===== config.mk =====
export PLATFORM = sky130hd
export DESIGN_NAME = edit_distance_engine
export DESIGN_NICKNAME = d
export VERILOG_FILES = /design/src/hw/rtl/ede_pkg.sv /design/src/hw/rtl/ede_update_unit.sv /design/src/hw/rtl/ede_store.sv /design/src/hw/rtl/edit_distance_engine.sv
export SDC_FILE = /design/constraint.sdc
export NUM_CORES = 1
export LEC_CHECK = 0
export BUFFER_PORTS_ARGS = -buffer_cell sky130_fd_sc_hd__buf_4
export CAP_MARGIN = 20
export CORE_MARGIN = 5
export CORE_UTILIZATION = 40
export DETAILED_ROUTE_END_ITERATION = 7
export PLACE_DENSITY_LB_ADDON = 0.05
export SKIP_LAST_GASP = 1
export SYNTH_ARGS = -nofsm -noshare
export SYNTH_HDL_FRONTEND = slang
export SYNTH_SLANG_ARGS = --single-unit

===== constraint.sdc =====
create_clock -name clk -period 19.4 [get_ports clk]
set_input_delay 3.88 -clock clk [delete_from_list [all_inputs] [get_ports clk]]
set_output_delay 3.88 -clock clk [all_outputs]
set_load 0.02 [all_outputs]

===== src/hw/rtl/ede_pkg.sv =====
package ede_pkg;

    // Operation codes carried in the low bits of the input beat.
    typedef enum logic [1:0] {
        OP_CLEAR  = 2'd0,
        OP_FIRST  = 2'd1,
        OP_SECOND = 2'd2,
        OP_FINISH = 2'd3
    } op_t;

    // Sequencer states.
    typedef enum logic {
        SEQ_IDLE,
        SEQ_SWEEP
    } seq_state_t;

    // Control that the sequencer hands to the column store each cycle.
    typedef struct packed {
        logic rd_en;
        logic col_we;
        logic str_we;
    } store_ctrl_t;

    localparam int OP_W        = 2;
    localparam int CH_W        = 8;
    localparam int DIST_W      = 7;
    localparam int IN_DATA_W   = 16;
    localparam int OUT_DATA_W  = 8;
    localparam logic [DIST_W-1:0] DIST_MAX = 7'd127;

endpackage


===== src/hw/rtl/ede_update_unit.sv =====
module ede_update_unit #(
    parameter int CW = 7
) (
    input  logic [CW-1:0]           old_cost,
    input  logic [CW-1:0]           above_cost,
    input  logic [CW-1:0]           diag_cost,
    input  logic [ede_pkg::CH_W-1:0] byte_a,
    input  logic [ede_pkg::CH_W-1:0] byte_b,
    output logic [CW-1:0]           new_cost
);

    logic [CW:0] del_cost;
    logic [CW:0] ins_cost;
    logic [CW:0] sub_cost;
    logic [CW:0] min_ab;
    logic [CW:0] min_all;

    // Unit costs for deletion, insertion and substitution.
    assign del_cost = {1'b0, old_cost} + (CW+1)'(1);
    assign ins_cost = {1'b0, above_cost} + (CW+1)'(1);
    assign sub_cost = {1'b0, diag_cost} + (CW+1)'(byte_a != byte_b);

    // Minimum of the three; the result never exceeds the stored range.
    assign min_ab   = (del_cost < ins_cost) ? del_cost : ins_cost;
    assign min_all  = (min_ab < sub_cost) ? min_ab : sub_cost;
    assign new_cost = min_all[CW-1:0];

endmodule


===== src/hw/rtl/ede_store.sv =====
module ede_store #(
    parameter int MAX_LEN = 64,
    parameter int AW      = 6,
    parameter int CW      = 7
) (
    input  logic                      clk,
    input  ede_pkg::store_ctrl_t      ctrl,
    input  logic [AW-1:0]             wr_addr,
    input  logic [CW-1:0]             wr_cost,
    input  logic [ede_pkg::CH_W-1:0]  wr_byte,
    input  logic [AW-1:0]             rd_addr,
    output logic [CW-1:0]             rd_cost,
    output logic [ede_pkg::CH_W-1:0]  rd_byte
);

    logic [CW-1:0]            col_mem [MAX_LEN];
    logic [ede_pkg::CH_W-1:0] str_mem [MAX_LEN];
    logic [CW-1:0]            rd_cost_reg;
    logic [ede_pkg::CH_W-1:0] rd_byte_reg;

    // Cost column: one write port, one registered read port.
    always_ff @(posedge clk)
    begin
        if (ctrl.col_we)
        begin
            col_mem[wr_addr] <= wr_cost;
        end
        if (ctrl.rd_en)
        begin
            rd_cost_reg <= col_mem[rd_addr];
        end
    end

    // First-string bytes, addressed in step with the column.
    always_ff @(posedge clk)
    begin
        if (ctrl.str_we)
        begin
            str_mem[wr_addr] <= wr_byte;
        end
        if (ctrl.rd_en)
        begin
            rd_byte_reg <= str_mem[rd_addr];
        end
    end

    assign rd_cost = rd_cost_reg;
    assign rd_byte = rd_byte_reg;

endmodule


===== src/hw/rtl/edit_distance_engine.sv =====
// Levenshtein distance engine for two byte strings of up to MAX_LEN bytes each. Each input beat
// carries an operation and a byte: clear, append a first-string byte, take a second-string byte,
// or finish, which returns one beat with the distance and a sticky flag that is set when a byte
// was dropped since the last clear (a string was full, or a first-string byte came after the
// second string had started). A second-string byte sweeps the first_len entries of the stored
// cost column one entry per cycle through a single min-of-three update unit, reading the next
// entry from the column memory while the current one is written back. The input stays not
// ready during the sweep, and any input beat waits while an earlier result is still unread on
// the output.
module edit_distance_engine #(
    parameter int MAX_LEN = 64
) (
    input  logic        clk,
    input  logic        rst_n,
    input  logic        s_tvalid,
    output logic        s_tready,
    input  logic [15:0] s_tdata,   // [1:0] op, [9:2] ch, [15:10] zero
    output logic        m_tvalid,
    input  logic        m_tready,
    output logic [7:0]  m_tdata    // [6:0] distance, [7] overflow
);

    localparam int LW = $clog2(MAX_LEN + 1);
    localparam int CW = LW;
    localparam int AW = (MAX_LEN > 1) ? $clog2(MAX_LEN) : 1;
    localparam int SW = (CW > ede_pkg::DIST_W) ? CW : ede_pkg::DIST_W;

    ede_pkg::seq_state_t state_reg, state_next;
    logic [LW-1:0] first_len_reg, first_len_next;
    logic [LW-1:0] second_len_reg, second_len_next;
    logic          started_reg, started_next;
    logic          dropped_reg, dropped_next;
    logic [CW-1:0] last_cost_reg, last_cost_next;
    logic [AW-1:0] idx_reg, idx_next;
    logic [CW-1:0] diag_reg, diag_next;
    logic [CW-1:0] above_reg, above_next;
    logic [ede_pkg::CH_W-1:0] ch_reg, ch_next;
    logic          out_valid_reg, out_valid_next;
    logic [ede_pkg::OUT_DATA_W-1:0] out_data_reg, out_data_next;

    ede_pkg::store_ctrl_t     store_ctrl;
    logic [AW-1:0]            wr_addr;
    logic [CW-1:0]            wr_cost;
    logic [AW-1:0]            rd_addr;
    logic [CW-1:0]            rd_cost;
    logic [ede_pkg::CH_W-1:0] rd_byte;
    logic [CW-1:0]            new_cost;

    ede_pkg::op_t             in_op;
    logic [ede_pkg::CH_W-1:0] in_ch;
    logic                     accept;
    logic [LW-1:0]            first_len_inc;
    logic [LW-1:0]            second_len_inc;
    logic [CW-1:0]            final_cost;
    logic [SW-1:0]            final_ext;
    logic [ede_pkg::DIST_W-1:0] distance;

    // Input fields and handshake.
    assign in_op    = ede_pkg::op_t'(s_tdata[1:0]);
    assign in_ch    = s_tdata[9:2];
    assign s_tready = (state_reg == ede_pkg::SEQ_IDLE) && (!out_valid_reg || m_tready);
    assign accept   = s_tvalid && s_tready;

    assign first_len_inc  = first_len_reg + LW'(1);
    assign second_len_inc = second_len_reg + LW'(1);

    // Distance: an empty first string gives the second-string length (the left edge).
    assign final_cost = (first_len_reg == '0) ? CW'(second_len_reg) : last_cost_reg;
    assign final_ext  = SW'(final_cost);
    assign distance   = (final_ext > SW'(ede_pkg::DIST_MAX)) ? ede_pkg::DIST_MAX
                                                              : final_ext[ede_pkg::DIST_W-1:0];

    ede_store #(
        .MAX_LEN (MAX_LEN),
        .AW      (AW),
        .CW      (CW)
    ) u_store (
        .clk     (clk),
        .ctrl    (store_ctrl),
        .wr_addr (wr_addr),
        .wr_cost (wr_cost),
        .wr_byte (in_ch),
        .rd_addr (rd_addr),
        .rd_cost (rd_cost),
        .rd_byte (rd_byte)
    );

    ede_update_unit #(
        .CW (CW)
    ) u_update (
        .old_cost   (rd_cost),
        .above_cost (above_reg),
        .diag_cost  (diag_reg),
        .byte_a     (rd_byte),
        .byte_b     (ch_reg),
        .new_cost   (new_cost)
    );

    // Sequencer state and string bookkeeping.
    always_ff @(posedge clk or negedge rst_n)
    begin
        if (!rst_n)
        begin
            state_reg      <= ede_pkg::SEQ_IDLE;
            first_len_reg  <= '0;
            second_len_reg <= '0;
            started_reg    <= 1'b0;
            dropped_reg    <= 1'b0;
            out_valid_reg  <= 1'b0;
        end
        else
        begin
            state_reg      <= state_next;
            first_len_reg  <= first_len_next;
            second_len_reg <= second_len_next;
            started_reg    <= started_next;
            dropped_reg    <= dropped_next;
            out_valid_reg  <= out_valid_next;
        end
    end

    // Sweep working registers and the output payload.
    always_ff @(posedge clk)
    begin
        last_cost_reg <= last_cost_next;
        idx_reg       <= idx_next;
        diag_reg      <= diag_next;
        above_reg     <= above_next;
        ch_reg        <= ch_next;
        out_data_reg  <= out_data_next;
    end

    // Next state, store control and results.
    always_comb
    begin
        state_next      = state_reg;
        first_len_next  = first_len_reg;
        second_len_next = second_len_reg;
        started_next    = started_reg;
        dropped_next    = dropped_reg;
        last_cost_next  = last_cost_reg;
        idx_next        = idx_reg;
        diag_next       = diag_reg;
        above_next      = above_reg;
        ch_next         = ch_reg;
        out_valid_next  = out_valid_reg && !m_tready;
        out_data_next   = out_data_reg;
        store_ctrl      = '0;
        wr_addr         = first_len_reg[AW-1:0];
        wr_cost         = CW'(first_len_inc);
        rd_addr         = '0;

        unique case (state_reg)
            ede_pkg::SEQ_IDLE:
            begin
                if (accept)
                begin
                    unique case (in_op)
                        ede_pkg::OP_CLEAR:
                        begin
                            first_len_next  = '0;
                            second_len_next = '0;
                            started_next    = 1'b0;
                            dropped_next    = 1'b0;
                        end
                        ede_pkg::OP_FIRST:
                        begin
                            if (started_reg || (first_len_reg == LW'(MAX_LEN)))
                            begin
                                dropped_next = 1'b1;
                            end
                            else
                            begin
                                store_ctrl.col_we = 1'b1;
                                store_ctrl.str_we = 1'b1;
                                last_cost_next    = CW'(first_len_inc);
                                first_len_next    = first_len_inc;
                            end
                        end
                        ede_pkg::OP_SECOND:
                        begin
                            if (second_len_reg == LW'(MAX_LEN))
                            begin
                                dropped_next = 1'b1;
                            end
                            else
                            begin
                                started_next    = 1'b1;
                                diag_next       = CW'(second_len_reg);
                                above_next      = CW'(second_len_inc);
                                second_len_next = second_len_inc;
                                ch_next         = in_ch;
                                if (first_len_reg != '0)
                                begin
                                    store_ctrl.rd_en = 1'b1;
                                    rd_addr          = '0;
                                    idx_next         = '0;
                                    state_next       = ede_pkg::SEQ_SWEEP;
                                end
                            end
                        end
                        ede_pkg::OP_FINISH:
                        begin
                            out_valid_next = 1'b1;
                            out_data_next  = {dropped_reg, distance};
                        end
                        default:
                        begin
                            out_valid_next = out_valid_reg && !m_tready;
                        end
                    endcase
                end
            end
            ede_pkg::SEQ_SWEEP:
            begin
                // Write back entry idx and fetch the next one in the same cycle.
                store_ctrl.col_we = 1'b1;
                wr_addr           = idx_reg;
                wr_cost           = new_cost;
                diag_next         = rd_cost;
                above_next        = new_cost;
                if ((LW'(idx_reg) + LW'(1)) == first_len_reg)
                begin
                    last_cost_next = new_cost;
                    state_next     = ede_pkg::SEQ_IDLE;
                end
                else
                begin
                    store_ctrl.rd_en = 1'b1;
                    rd_addr          = idx_reg + AW'(1);
                    idx_next         = idx_reg + AW'(1);
                end
            end
            default:
            begin
                state_next = ede_pkg::SEQ_IDLE;
            end
        endcase
    end

    assign m_tvalid = out_valid_reg;
    assign m_tdata  = out_data_reg;

`ifndef SYNTHESIS
    // No input beat is taken while the column sweep runs.
    assert property (@(posedge clk) disable iff (!rst_n)
        (state_reg == ede_pkg::SEQ_SWEEP) |-> !s_tready)
    else $error("input accepted during column sweep");

    // The sweep index stays inside the stored first string.
    assert property (@(posedge clk) disable iff (!rst_n)
        (state_reg == ede_pkg::SEQ_SWEEP) |-> (LW'(idx_reg) < first_len_reg))
    else $error("sweep index beyond first string");

    // String lengths never pass the configured limit.
    assert property (@(posedge clk) disable iff (!rst_n)
        (first_len_reg <= LW'(MAX_LEN)) && (second_len_reg <= LW'(MAX_LEN)))
    else $error("string length beyond limit");

    // An accepted finish presents a result on the next cycle.
    assert property (@(posedge clk) disable iff (!rst_n)
        (accept && (in_op == ede_pkg::OP_FINISH)) |=> m_tvalid)
    else $error("finish without result");

    // A second-string byte that is kept marks the second string as started.
    assert property (@(posedge clk) disable iff (!rst_n)
        (accept && (in_op == ede_pkg::OP_SECOND) && (second_len_reg != LW'(MAX_LEN)))
        |=> started_reg)
    else $error("second string not marked as started");
`endif

endmodule


# [Word level (Yosys, flattened, before mapping)]
# Memory sizes are Yosys's and may differ from the RTL's. A register that Yosys moved wholly into a read port is not among the register bits.
# Index checks and enable logic that the tools add are counted.
[word_totals] reg_bits=61 ram_bits=960 output_inout_bits=10 mem_count=2
[mem_list] memory="u_store.str_mem" words=64 word_bits=8 rd=1 rd_ports_with_merged_regs=1 write_ports=1 line_no="ede_store.sv:17" rtl="logic [ede_pkg::CH_W-1:0] str_mem [MAX_LEN];"
[mem_list] memory="u_store.col_mem" words=64 word_bits=7 rd=1 rd_ports_with_merged_regs=1 write_ports=1 line_no="ede_store.sv:16" rtl="logic [CW-1:0] col_mem [MAX_LEN];"
[op_classes] n_addsub=7 order_cmp=3 eq_ne=19 n_mux=51 bitwise_logic=2 reduce_logical=21
[op_table] cell="$mux 7" n=13
[op_table] cell="$pmux 7 s2" n=5
[op_table] cell="$mux 6" n=7
[op_table] cell="$pmux 6 s2" n=2
[op_table] cell="$add 7x1->8 const B" n=2
[op_table] cell="$lt 8x8->1" n=2
[op_table] cell="$mux 1" n=16
[op_table] cell="$ne 2x2->1 const B" n=8
[op_table] cell="$reduce_and 4->1" n=4
[op_table] cell="$add 7x1->7 const B" n=2
[op_table] cell="$eq 7x7->1 const B" n=2
[op_table] cell="$reduce_and 5->1" n=2
[op_table] cell="$add 7x1->8" n=1
[op_table] cell="$mux 8" n=1
[op_table] cell="$ne 2x1->1 const B" n=4
[op_table] cell="$ne 8x8->1" n=1
[op_table] cell="$add 6x1->7 const B" n=1
[op_table] cell="$eq 7x7->1" n=1
[op_table] cell="$gt 7x7->1 const B" n=1
[op_table] cell="$logic_not 7->1" n=1
[op_table] cell="$reduce_bool 7->1" n=1
[op_table] cell="$add 6x1->6 const B" n=1
[op_table] cell="$reduce_and 3->1" n=2
[op_table] cell="$eq 2x2->1 const B" n=2
[op_table] cell="13 further kinds" n=21

# [Longest topological paths before layout]
# Gate-level depths: netlist of the first run.
[logic_depth] depth_word=8 depth_mapped=22 depth_no_buf=19

# [Hierarchy]
# A second synthesis of the first run with hierarchy kept.
[unflattened] cells_unflattened=2137 hier_area_um2=41942.7
[modules_own_cells] module="ede_store" instances=1 cells_per_inst=1738 area_each_um2=37790.0 seq_area_each_um2=29278.1
[modules_own_cells] module="edit_distance_engine" instances=1 cells_per_inst=273 area_each_um2=3163.0 seq_area_each_um2=1741.7
[modules_own_cells] module="ede_update_unit" instances=1 cells_per_inst=126 area_each_um2=989.7 seq_area_each_um2=0.0

# [Worst setup path before layout of the first run]
# No wires, ideal clock.
[synth_path] path_type="input to output" startpoint="in m_tready" endpoint="out s_tready" t_arrival_ns=4.341 required_time_ns=15.520 slack_ns=11.179 path_stages=2 path_cell_list="inv_1 -> a21oi_1"
[synth_between] elab_chain_len=2
[synth_rtl] element="start, declared" line_no="edit_distance_engine.sv:19" rtl="input logic m_tready,"
[synth_rtl] element="$logic_or 1x1->1" line_no="edit_distance_engine.sv:61" rtl="assign s_tready = (state_reg == ede_pkg::SEQ_IDLE) && (!out_valid_reg || m_tready);"
[synth_rtl] element="$logic_and 1x1->1" line_no="edit_distance_engine.sv:61"
[synth_rtl] element="end, declared" line_no="edit_distance_engine.sv:16" rtl="output logic s_tready,"
# No other way between the ends.

# [Worst setup path in the final report of the first run]
# Same ends and word-level chain as after synthesis.

==> flow_metrics.py, run 1 <==
metrics = {
    "yosys": {
        "syn_inst": 2888,
        "synth_flop_cell": "edfxtp_1",
        "ys_warn_count": 0,
        "syn_area_um2": 43000,
        "synth-seq-cells": 1036,
        "synthArstFlopShare_pct": 1.74,
        "syn_nets": 2934,
        "yosysUniqueCellTypes": 63,
        "synth_edf_count": 1018,
        "synth_seq_area_share_pct": 72.1,
        "avgSynthCellArea_um2": 14.9,
    },
    "critical_path": {
        "endpoint_kind": "output port",
        "cpPeakStageDelay_ns": 0.27,
        "cp.required_ns": 15.52,
        "worstSetupStartpointType": "input pin",
        "path_common_cell": "buf_4",
        "slowest_stage": "a21oi_1",
        "crit_chain": "buf_4 > inv_1 > a21oi_1 > buf_4",
        "critPathArrivalTime_ns": 4.47,
        "cp_top_family": "buffers and inverters",
        "worstSetupPathType": "input pin to output port",
        "critPathBufInv": 3,
        "crit_fanout": 4,
    },
    "timing": {
        "maxClockFrequency_ghz": 0.120,
        "setup_viol": 0,
        "setup_tns_ns": 0,
        "skew_ns": 0.0262,
        "slew_headroom_pct": 20.8,
        "fin_crit_ns": 8.35,
        "fin_crit_sh_pct": 43.1,
        "slew_violations": 0,
        "setup_ws_ns": 11.05,
        "worstMarginPinSlew_ns": 1.18,
        "rsz0062_at_grt": "false",
        "finalHoldViolations": 0,
    },
    "floorplanning": {
        "coreArea_um2": 107000,
        "start_util_pct": 40.2,
        "die_width_um": 338,
        "io_pins": 30,
        "core.rowCount": 120,
        "die_h_um": 338,
        "die_area_um2": 114000,
    },
    "power": {
        "totalPowerFinal_mw": 9.26,
        "pwr-share-comb_pct": 42.7,
        "power.internal_mw": 5.55,
        "p_seq_share_pct": 35.1,
        "pwr-share-clk_pct": 22.2,
        "p_sw_mw": 3.71,
        "ir_drop_v": 0.000293,
        "powerDensity_nw_per_um2": 192,
        "p_sw_share_pct": 40.1,
        "leakagePower_nw": 16.2,
    },
    "clock_network": {
        "numCtsBuffers": 109,
        "cts_tree": "built",
        "clock_latency_ns": 0.69,
        "path_clk_slew_ns": 0.06,
        "cts_buffer_depth": 3,
        "htree_levels": 3,
        "clkSinkCount": 1036,
        "post_cts_resized": 0,
        "postCtsHoldBufs": 0,
        "post_cts_buffers": 0,
        "root_buffer": "clkbuf_16",
    },
    "routing": {
        "dr.pass1.iters": 5,
        "num_vias": 24800,
        "wl_per_cell_um": 26.9,
        "routed_wirelength_um": 118000,
        "route.detailed.drc": 0,
        "vias_per_cell": 5.67,
        "drtAntennaViolNets": 0,
        "drtIter0Drc": 1672,
    },
    "global_route": {
        "antenna_found_initial": 9,
        "grt_pass1_wl_um": 172000,
        "grt_pass1_vias": 25000,
        "grt.total_usage_pct": 20.5,
        "gr-total-overflow": 0,
        "grt_max_degree": 177,
    },
    "final_layout": {
        "final_layout_size_suffix_gt1_share_pct": 8.67,
        "largest_reg_flops": 512,
        "reg_top3": "u_store.str_mem (512), u_store.col_mem (448)",
        "regMostFlops": "u_store.str_mem",
        "nFillCells": 9434,
        "final_nets": 2923,
        "area_growth_pct": 12.2,
    },
    "place": {
        "dp_slack_ns": 11.08,
        "io_buffers": 23,
        "hpwlAfterDp_um": 69800,
        "gp_congestion": 0.797,
    },
    "hold_path": {
        "hp-class": "flip-flop to flip-flop",
    },
    "status": {
        "outcome": "finished clean",
    },
    "job": {
        "drv_cap": 0,
    },
}
==> synthesized netlist by cell type (all sizes together) (18+ instances only) <==
cell / n / area share, %
edfxtp: 1018 / 71
nand2: 285 / 2.5
mux2i: 243 / 5.7
a211oi: 240 / 4.2
nor2: 158 / 1.4
clkbuf: 140 / 1.2
a21oi: 127 / 1.5
o21a: 122 / 2.1
a2bb2oi: 120 / 2.4
o22ai: 60 / 0.87
buf: 49 / 0.58
nand3: 47 / 0.55
inv: 31 / 0.27
ha: 26 / 0.76
xor2: 24 / 0.49
xnor2: 20 / 0.41
dfrtp: 18 / 1.0
==> layout by cell type, fill, tap and decap left out, types with 24 or more instances in the layout <==
cell type,n
mux2i_1,242
nor2_1,158
nand3_1,47
a21oi_1,127
inv_1,31
a2bb2oi_1,120
o22ai_1,60
nand2_1,284
ha_1,26
clkbuf_1,29
edfxtp_1,1018
a211oi_1,240
o21a_1,122
buf_4,61
clkbuf_16,113
xor2_1,24
==> metal layers <==
| metal | global-route usage, % | part of all wire, % |
|---|---|---|
| met5 | 0 | 0.039 |
| met1 | 29.7 | 46 |
| met4 | 5.79 | 2.4 |
| met3 | 3.57 | 5.6 |
| met2 | 32.1 | 46 |
==> layout make-up <==
cell class | count | area, um2 | area share, %
multi-input combinational | 1631 | 11300 | 23.4
sequential | 1036 | 31000 | 64.3
clock inverter | 55 | 556 | 1.15
tap | 1403 | 1760 | 3.64
inverter | 32 | 123 | 0.254
antenna | 2 | 5.00 | 0.0104
timing repair buffer | 67 | 548 | 1.14
clock buffer | 142 | 2940 | 6.09
==> cell families after synthesis <==
logic type | share of synthesized area [%]
adder cells (fa/ha/maj) | 0.757
AND/OR/NAND/NOR | 5.38
flip-flops | 72.1
AO/OA/AOI/OAI | 12.6
XOR/XNOR | 1.00
buffers and inverters | 2.08
multiplexers | 6.08
==> power groups by stage <==
stage	registers, mW	logic (mW)	clock network (mW)
after global placement	3.30	3.93	0
after CTS	3.26	4.00	2.11
after global routing	3.27	4.24	2.19
after floorplan	3.33	2.38	0
after detailed placement	3.30	3.99	0
final	3.26	3.95	2.06
==> metrics by stage <==
stage	utilization, %	area, um2	hold WS [ns]	instances
2_1_floorplan	-	43000	0.421	2888
3_3_place_gp	41.8	44700	0.449	4163
3_5_place_dp	41.8	44700	0.458	4167
4_1_cts	45.1	48200	0.473	4364
5_1_grt	45.1	48200	0.481	4366
6_report	45.1	48200	0.467	4368
==> worst reg2reg max path, cell delays in order, from the launching register on <==
cell,delay (ns)
edfxtp_1,0.56
ha_1,0.42
ha_1,0.29
a21o_1,0.17
a211o_1,0.28
a21oi_1,0.28
o21a_1,0.24
o21ai_0,0.24
mux2_2,0.42
inv_1,0.07
ha_1,0.19
a21o_1,0.15
a211o_1,0.30
a211o_1,0.31
a311oi_1,0.81
nor3_1,0.23
a311oi_4,0.31
buf_4,0.70
==> worst paths after layout <==
kind	startpoint	end	slack, ns	depth (start not counted)
setup / recovery	m_tready	s_tready	11.05	4
hold / removal	dropped_reg	m_tdata[7]	0.47	0
setup reg to reg	u_store.rd_cost[0]	u_store.col_mem[47][3]	12.99	17
hold reg to reg	dropped_reg	m_tdata[7]	0.47	0
max in group asynchronous	rst_n	state_reg	16.10	1
min in group asynchronous	rst_n	first_len_reg[3]	3.07	1
Note: power is estimated with default switching activity, not from simulation.
==> run 2: changes to the inputs <==
==> constraint.sdc (replaced) <==
create_clock -name clk -period 6.9 [get_ports clk]
set_input_delay 1.38 -clock clk [delete_from_list [all_inputs] [get_ports clk]]
set_output_delay 1.38 -clock clk [all_outputs]
set_load 0.02 [all_outputs]
==> flow_metrics.py, run 2 (synthesized netlist as in run 1, its figures left out) <==
metrics = {
    "final_layout": {
        "area_growth_pct": 12.9,
        "diodes": 0,
        "final_common_cell": "edfxtp_1",
        "layout_common_cells": "1,018 x edfxtp_1, 284 x nand2_1, 242 x mux2i_1",
        "largest_reg_flops": 512,
        "final_layout_size_suffix_gt1_share_pct": 9.20,
        "regMostFlops": "u_store.str_mem",
        "final_nets": 2929,
        "nFillCells": 9501,
        "reg_top3": "u_store.str_mem (512), u_store.col_mem (448)",
    },
    "global_route": {
        "gr-total-overflow": 0,
        "antenna_found_initial": 4,
        "grt_pass1_wl_um": 169000,
        "grt_pass1_vias": 24400,
        "grt.total_usage_pct": 20.1,
        "grt_max_degree": 125,
    },
    "critical_path": {
        "worst_r2r_endpoint": "u_store.col_mem[55][1]",
        "critical_path.startpoint": "u_store.rd_cost[0]",
        "worstSetupPathType": "flip-flop to flip-flop",
        "critPathArrivalTime_ns": 6.56,
        "cp.required_ns": 7.43,
        "worstReg2RegStart": "u_store.rd_cost[0]",
        "crit_fanout": 30,
        "endpoint_kind": "flip-flop",
        "r2r_setup_slack_ns": 0.87,
        "worstSetupStartpointType": "flip-flop",
        "r2r_cells": 20,
    },
    "power": {
        "totalPowerFinal_mw": 26.3,
        "ir_drop_v": 0.000545,
        "pwr-share-clk_pct": 22.6,
        "p_sw_share_pct": 39.8,
        "leakagePower_nw": 16.4,
        "pwr-share-comb_pct": 42.8,
        "p_seq_share_pct": 34.6,
        "p_sw_mw": 10.5,
        "powerDensity_nw_per_um2": 542,
        "power.internal_mw": 15.8,
    },
    "hold_path": {
        "hp-class": "flip-flop to flip-flop",
        "min_from": "dropped_reg",
        "min_to": "m_tdata[7]",
        "whs_path_depth": 0,
    },
    "timing": {
        "worstMarginPinSlew_ns": 1.29,
        "slew_violations": 0,
        "fin_crit_ns": 6.03,
        "rsz0062_at_grt": "false",
        "finalHoldViolations": 0,
        "skew_ns": 0.0250,
        "setup_tns_ns": 0,
        "setup_ws_ns": 0.867,
        "hold_ws_ns": 0.483,
        "maxClockFrequency_ghz": 0.166,
        "setup_viol": 0,
        "slew_headroom_pct": 13.9,
        "fin_crit_sh_pct": 87.4,
    },
    "routing": {
        "route.detailed.drc": 0,
        "vias_per_cell": 5.61,
        "drtIter0Drc": 1884,
        "drtAntennaViolNets": 0,
        "dr.pass1.iters": 7,
        "routed_wirelength_um": 116000,
        "num_vias": 24600,
        "wl_per_cell_um": 26.5,
    },
    "status": {
        "outcome": "finished clean",
    },
    "floorplanning": {
        "core.rowCount": 120,
        "die_area_um2": 114000,
        "die_width_um": 338,
        "die_h_um": 338,
        "start_util_pct": 40.2,
        "coreArea_um2": 107000,
        "io_pins": 30,
    },
    "clock_network": {
        "path_clk_slew_ns": 0.06,
        "clkSinkCount": 1036,
        "cts_buffer_depth": 3,
        "root_buffer": "clkbuf_16",
        "postCtsHoldBufs": 0,
        "clock_latency_ns": 0.71,
        "post_cts_resized": 0,
        "numCtsBuffers": 112,
        "htree_levels": 3,
        "cts_tree": "built",
        "post_cts_buffers": 0,
    },
    "place": {
        "hpwlAfterDp_um": 69100,
        "dp_slack_ns": 0.913,
        "io_buffers": 23,
        "gp_congestion": 0.804,
    },
    "job": {
        "drv_cap": 0,
    },
}
[run 2: cell types whose count changed in the layout (fill, tap and decap cells not counted), moves of 3 or more]
cell / previous run / this run
clkinv_2: 20 / 23
buf_4: 61 / 55
clkinvlp_4: 0 / 3
clkbuf_1: 29 / 26
buf_12: 2 / 11
inv_16: 0 / 4
clkbuf_8: 0 / 5
[run 2: worst max path at each step]
stage,endpoint,slack [ns],cells past startpoint
finish,u_store.col_mem[55][1],0.87,20
global route,u_store.col_mem[42][1],0.44,20
global placement,u_store.col_mem[52][1],0.99,20
detailed placement,u_store.col_mem[62][1],0.91,20
CTS,u_store.col_mem[47][1],0.85,20
floorplan,last_cost_reg[1],0.21,22
[run 2: layout make-up]
type / instances / area [um2] / share of cell area (%)
clock buffer: 143 / 2970 / 6.12
clock inverter: 67 / 693 / 1.43
inverter: 32 / 123 / 0.253
multi-input combinational: 1631 / 11300 / 23.3
sequential: 1036 / 31000 / 63.9
tap: 1403 / 1760 / 3.62
timing repair buffer: 70 / 692 / 1.43
[run 2: critical path: stages, from the launching register on]
cell,delay [ns]
edfxtp_1,0.53
ha_1,0.29
nand3_1,0.12
xor2_1,0.19
inv_1,0.07
ha_1,0.27
o21a_1,0.11
a21oi_1,0.11
o21a_1,0.24
o21ai_0,0.55
mux2_2,0.46
inv_1,0.08
ha_1,0.15
a21o_1,0.11
a211o_1,0.14
a211o_1,0.13
a31oi_1,0.04
or3_1,0.44
or2_2,0.56
o221ai_4,0.85
buf_4,0.37
[run 2: per-layer routing]
metal | vias up | routed length, um | GRT usage (%)
met5 | - | 0 | 0
met4 | 0 | 2220 | 4.86
met3 | 142 | 6140 | 3.22
met2 | 617 | 54200 | 32.2
met1 | 12500 | 53500 | 29.2
li1 | 11300 | - | -
[run 2: per-stage QoR]
stage / util [%] / instances / cell area [um2]
after detailed placement: 42.0 / 4171 / 44900
after global routing: 45.4 / 4382 / 48500
after global placement: 41.9 / 4168 / 44800
after floorplan: - / 2888 / 43000
after CTS: 45.4 / 4381 / 48500
final: 45.4 / 4382 / 48500
[run 2: power groups by stage]
stage                     sequential [mW]  clock [mW]  combinational (mW)
after detailed placement             9.24           0                11.4
after global routing                 9.14        6.36                12.1
final                                9.12        5.95                11.3
after floorplan                      9.28           0                6.77
after global placement               9.23           0                11.3
after CTS                            9.11        6.09                11.4
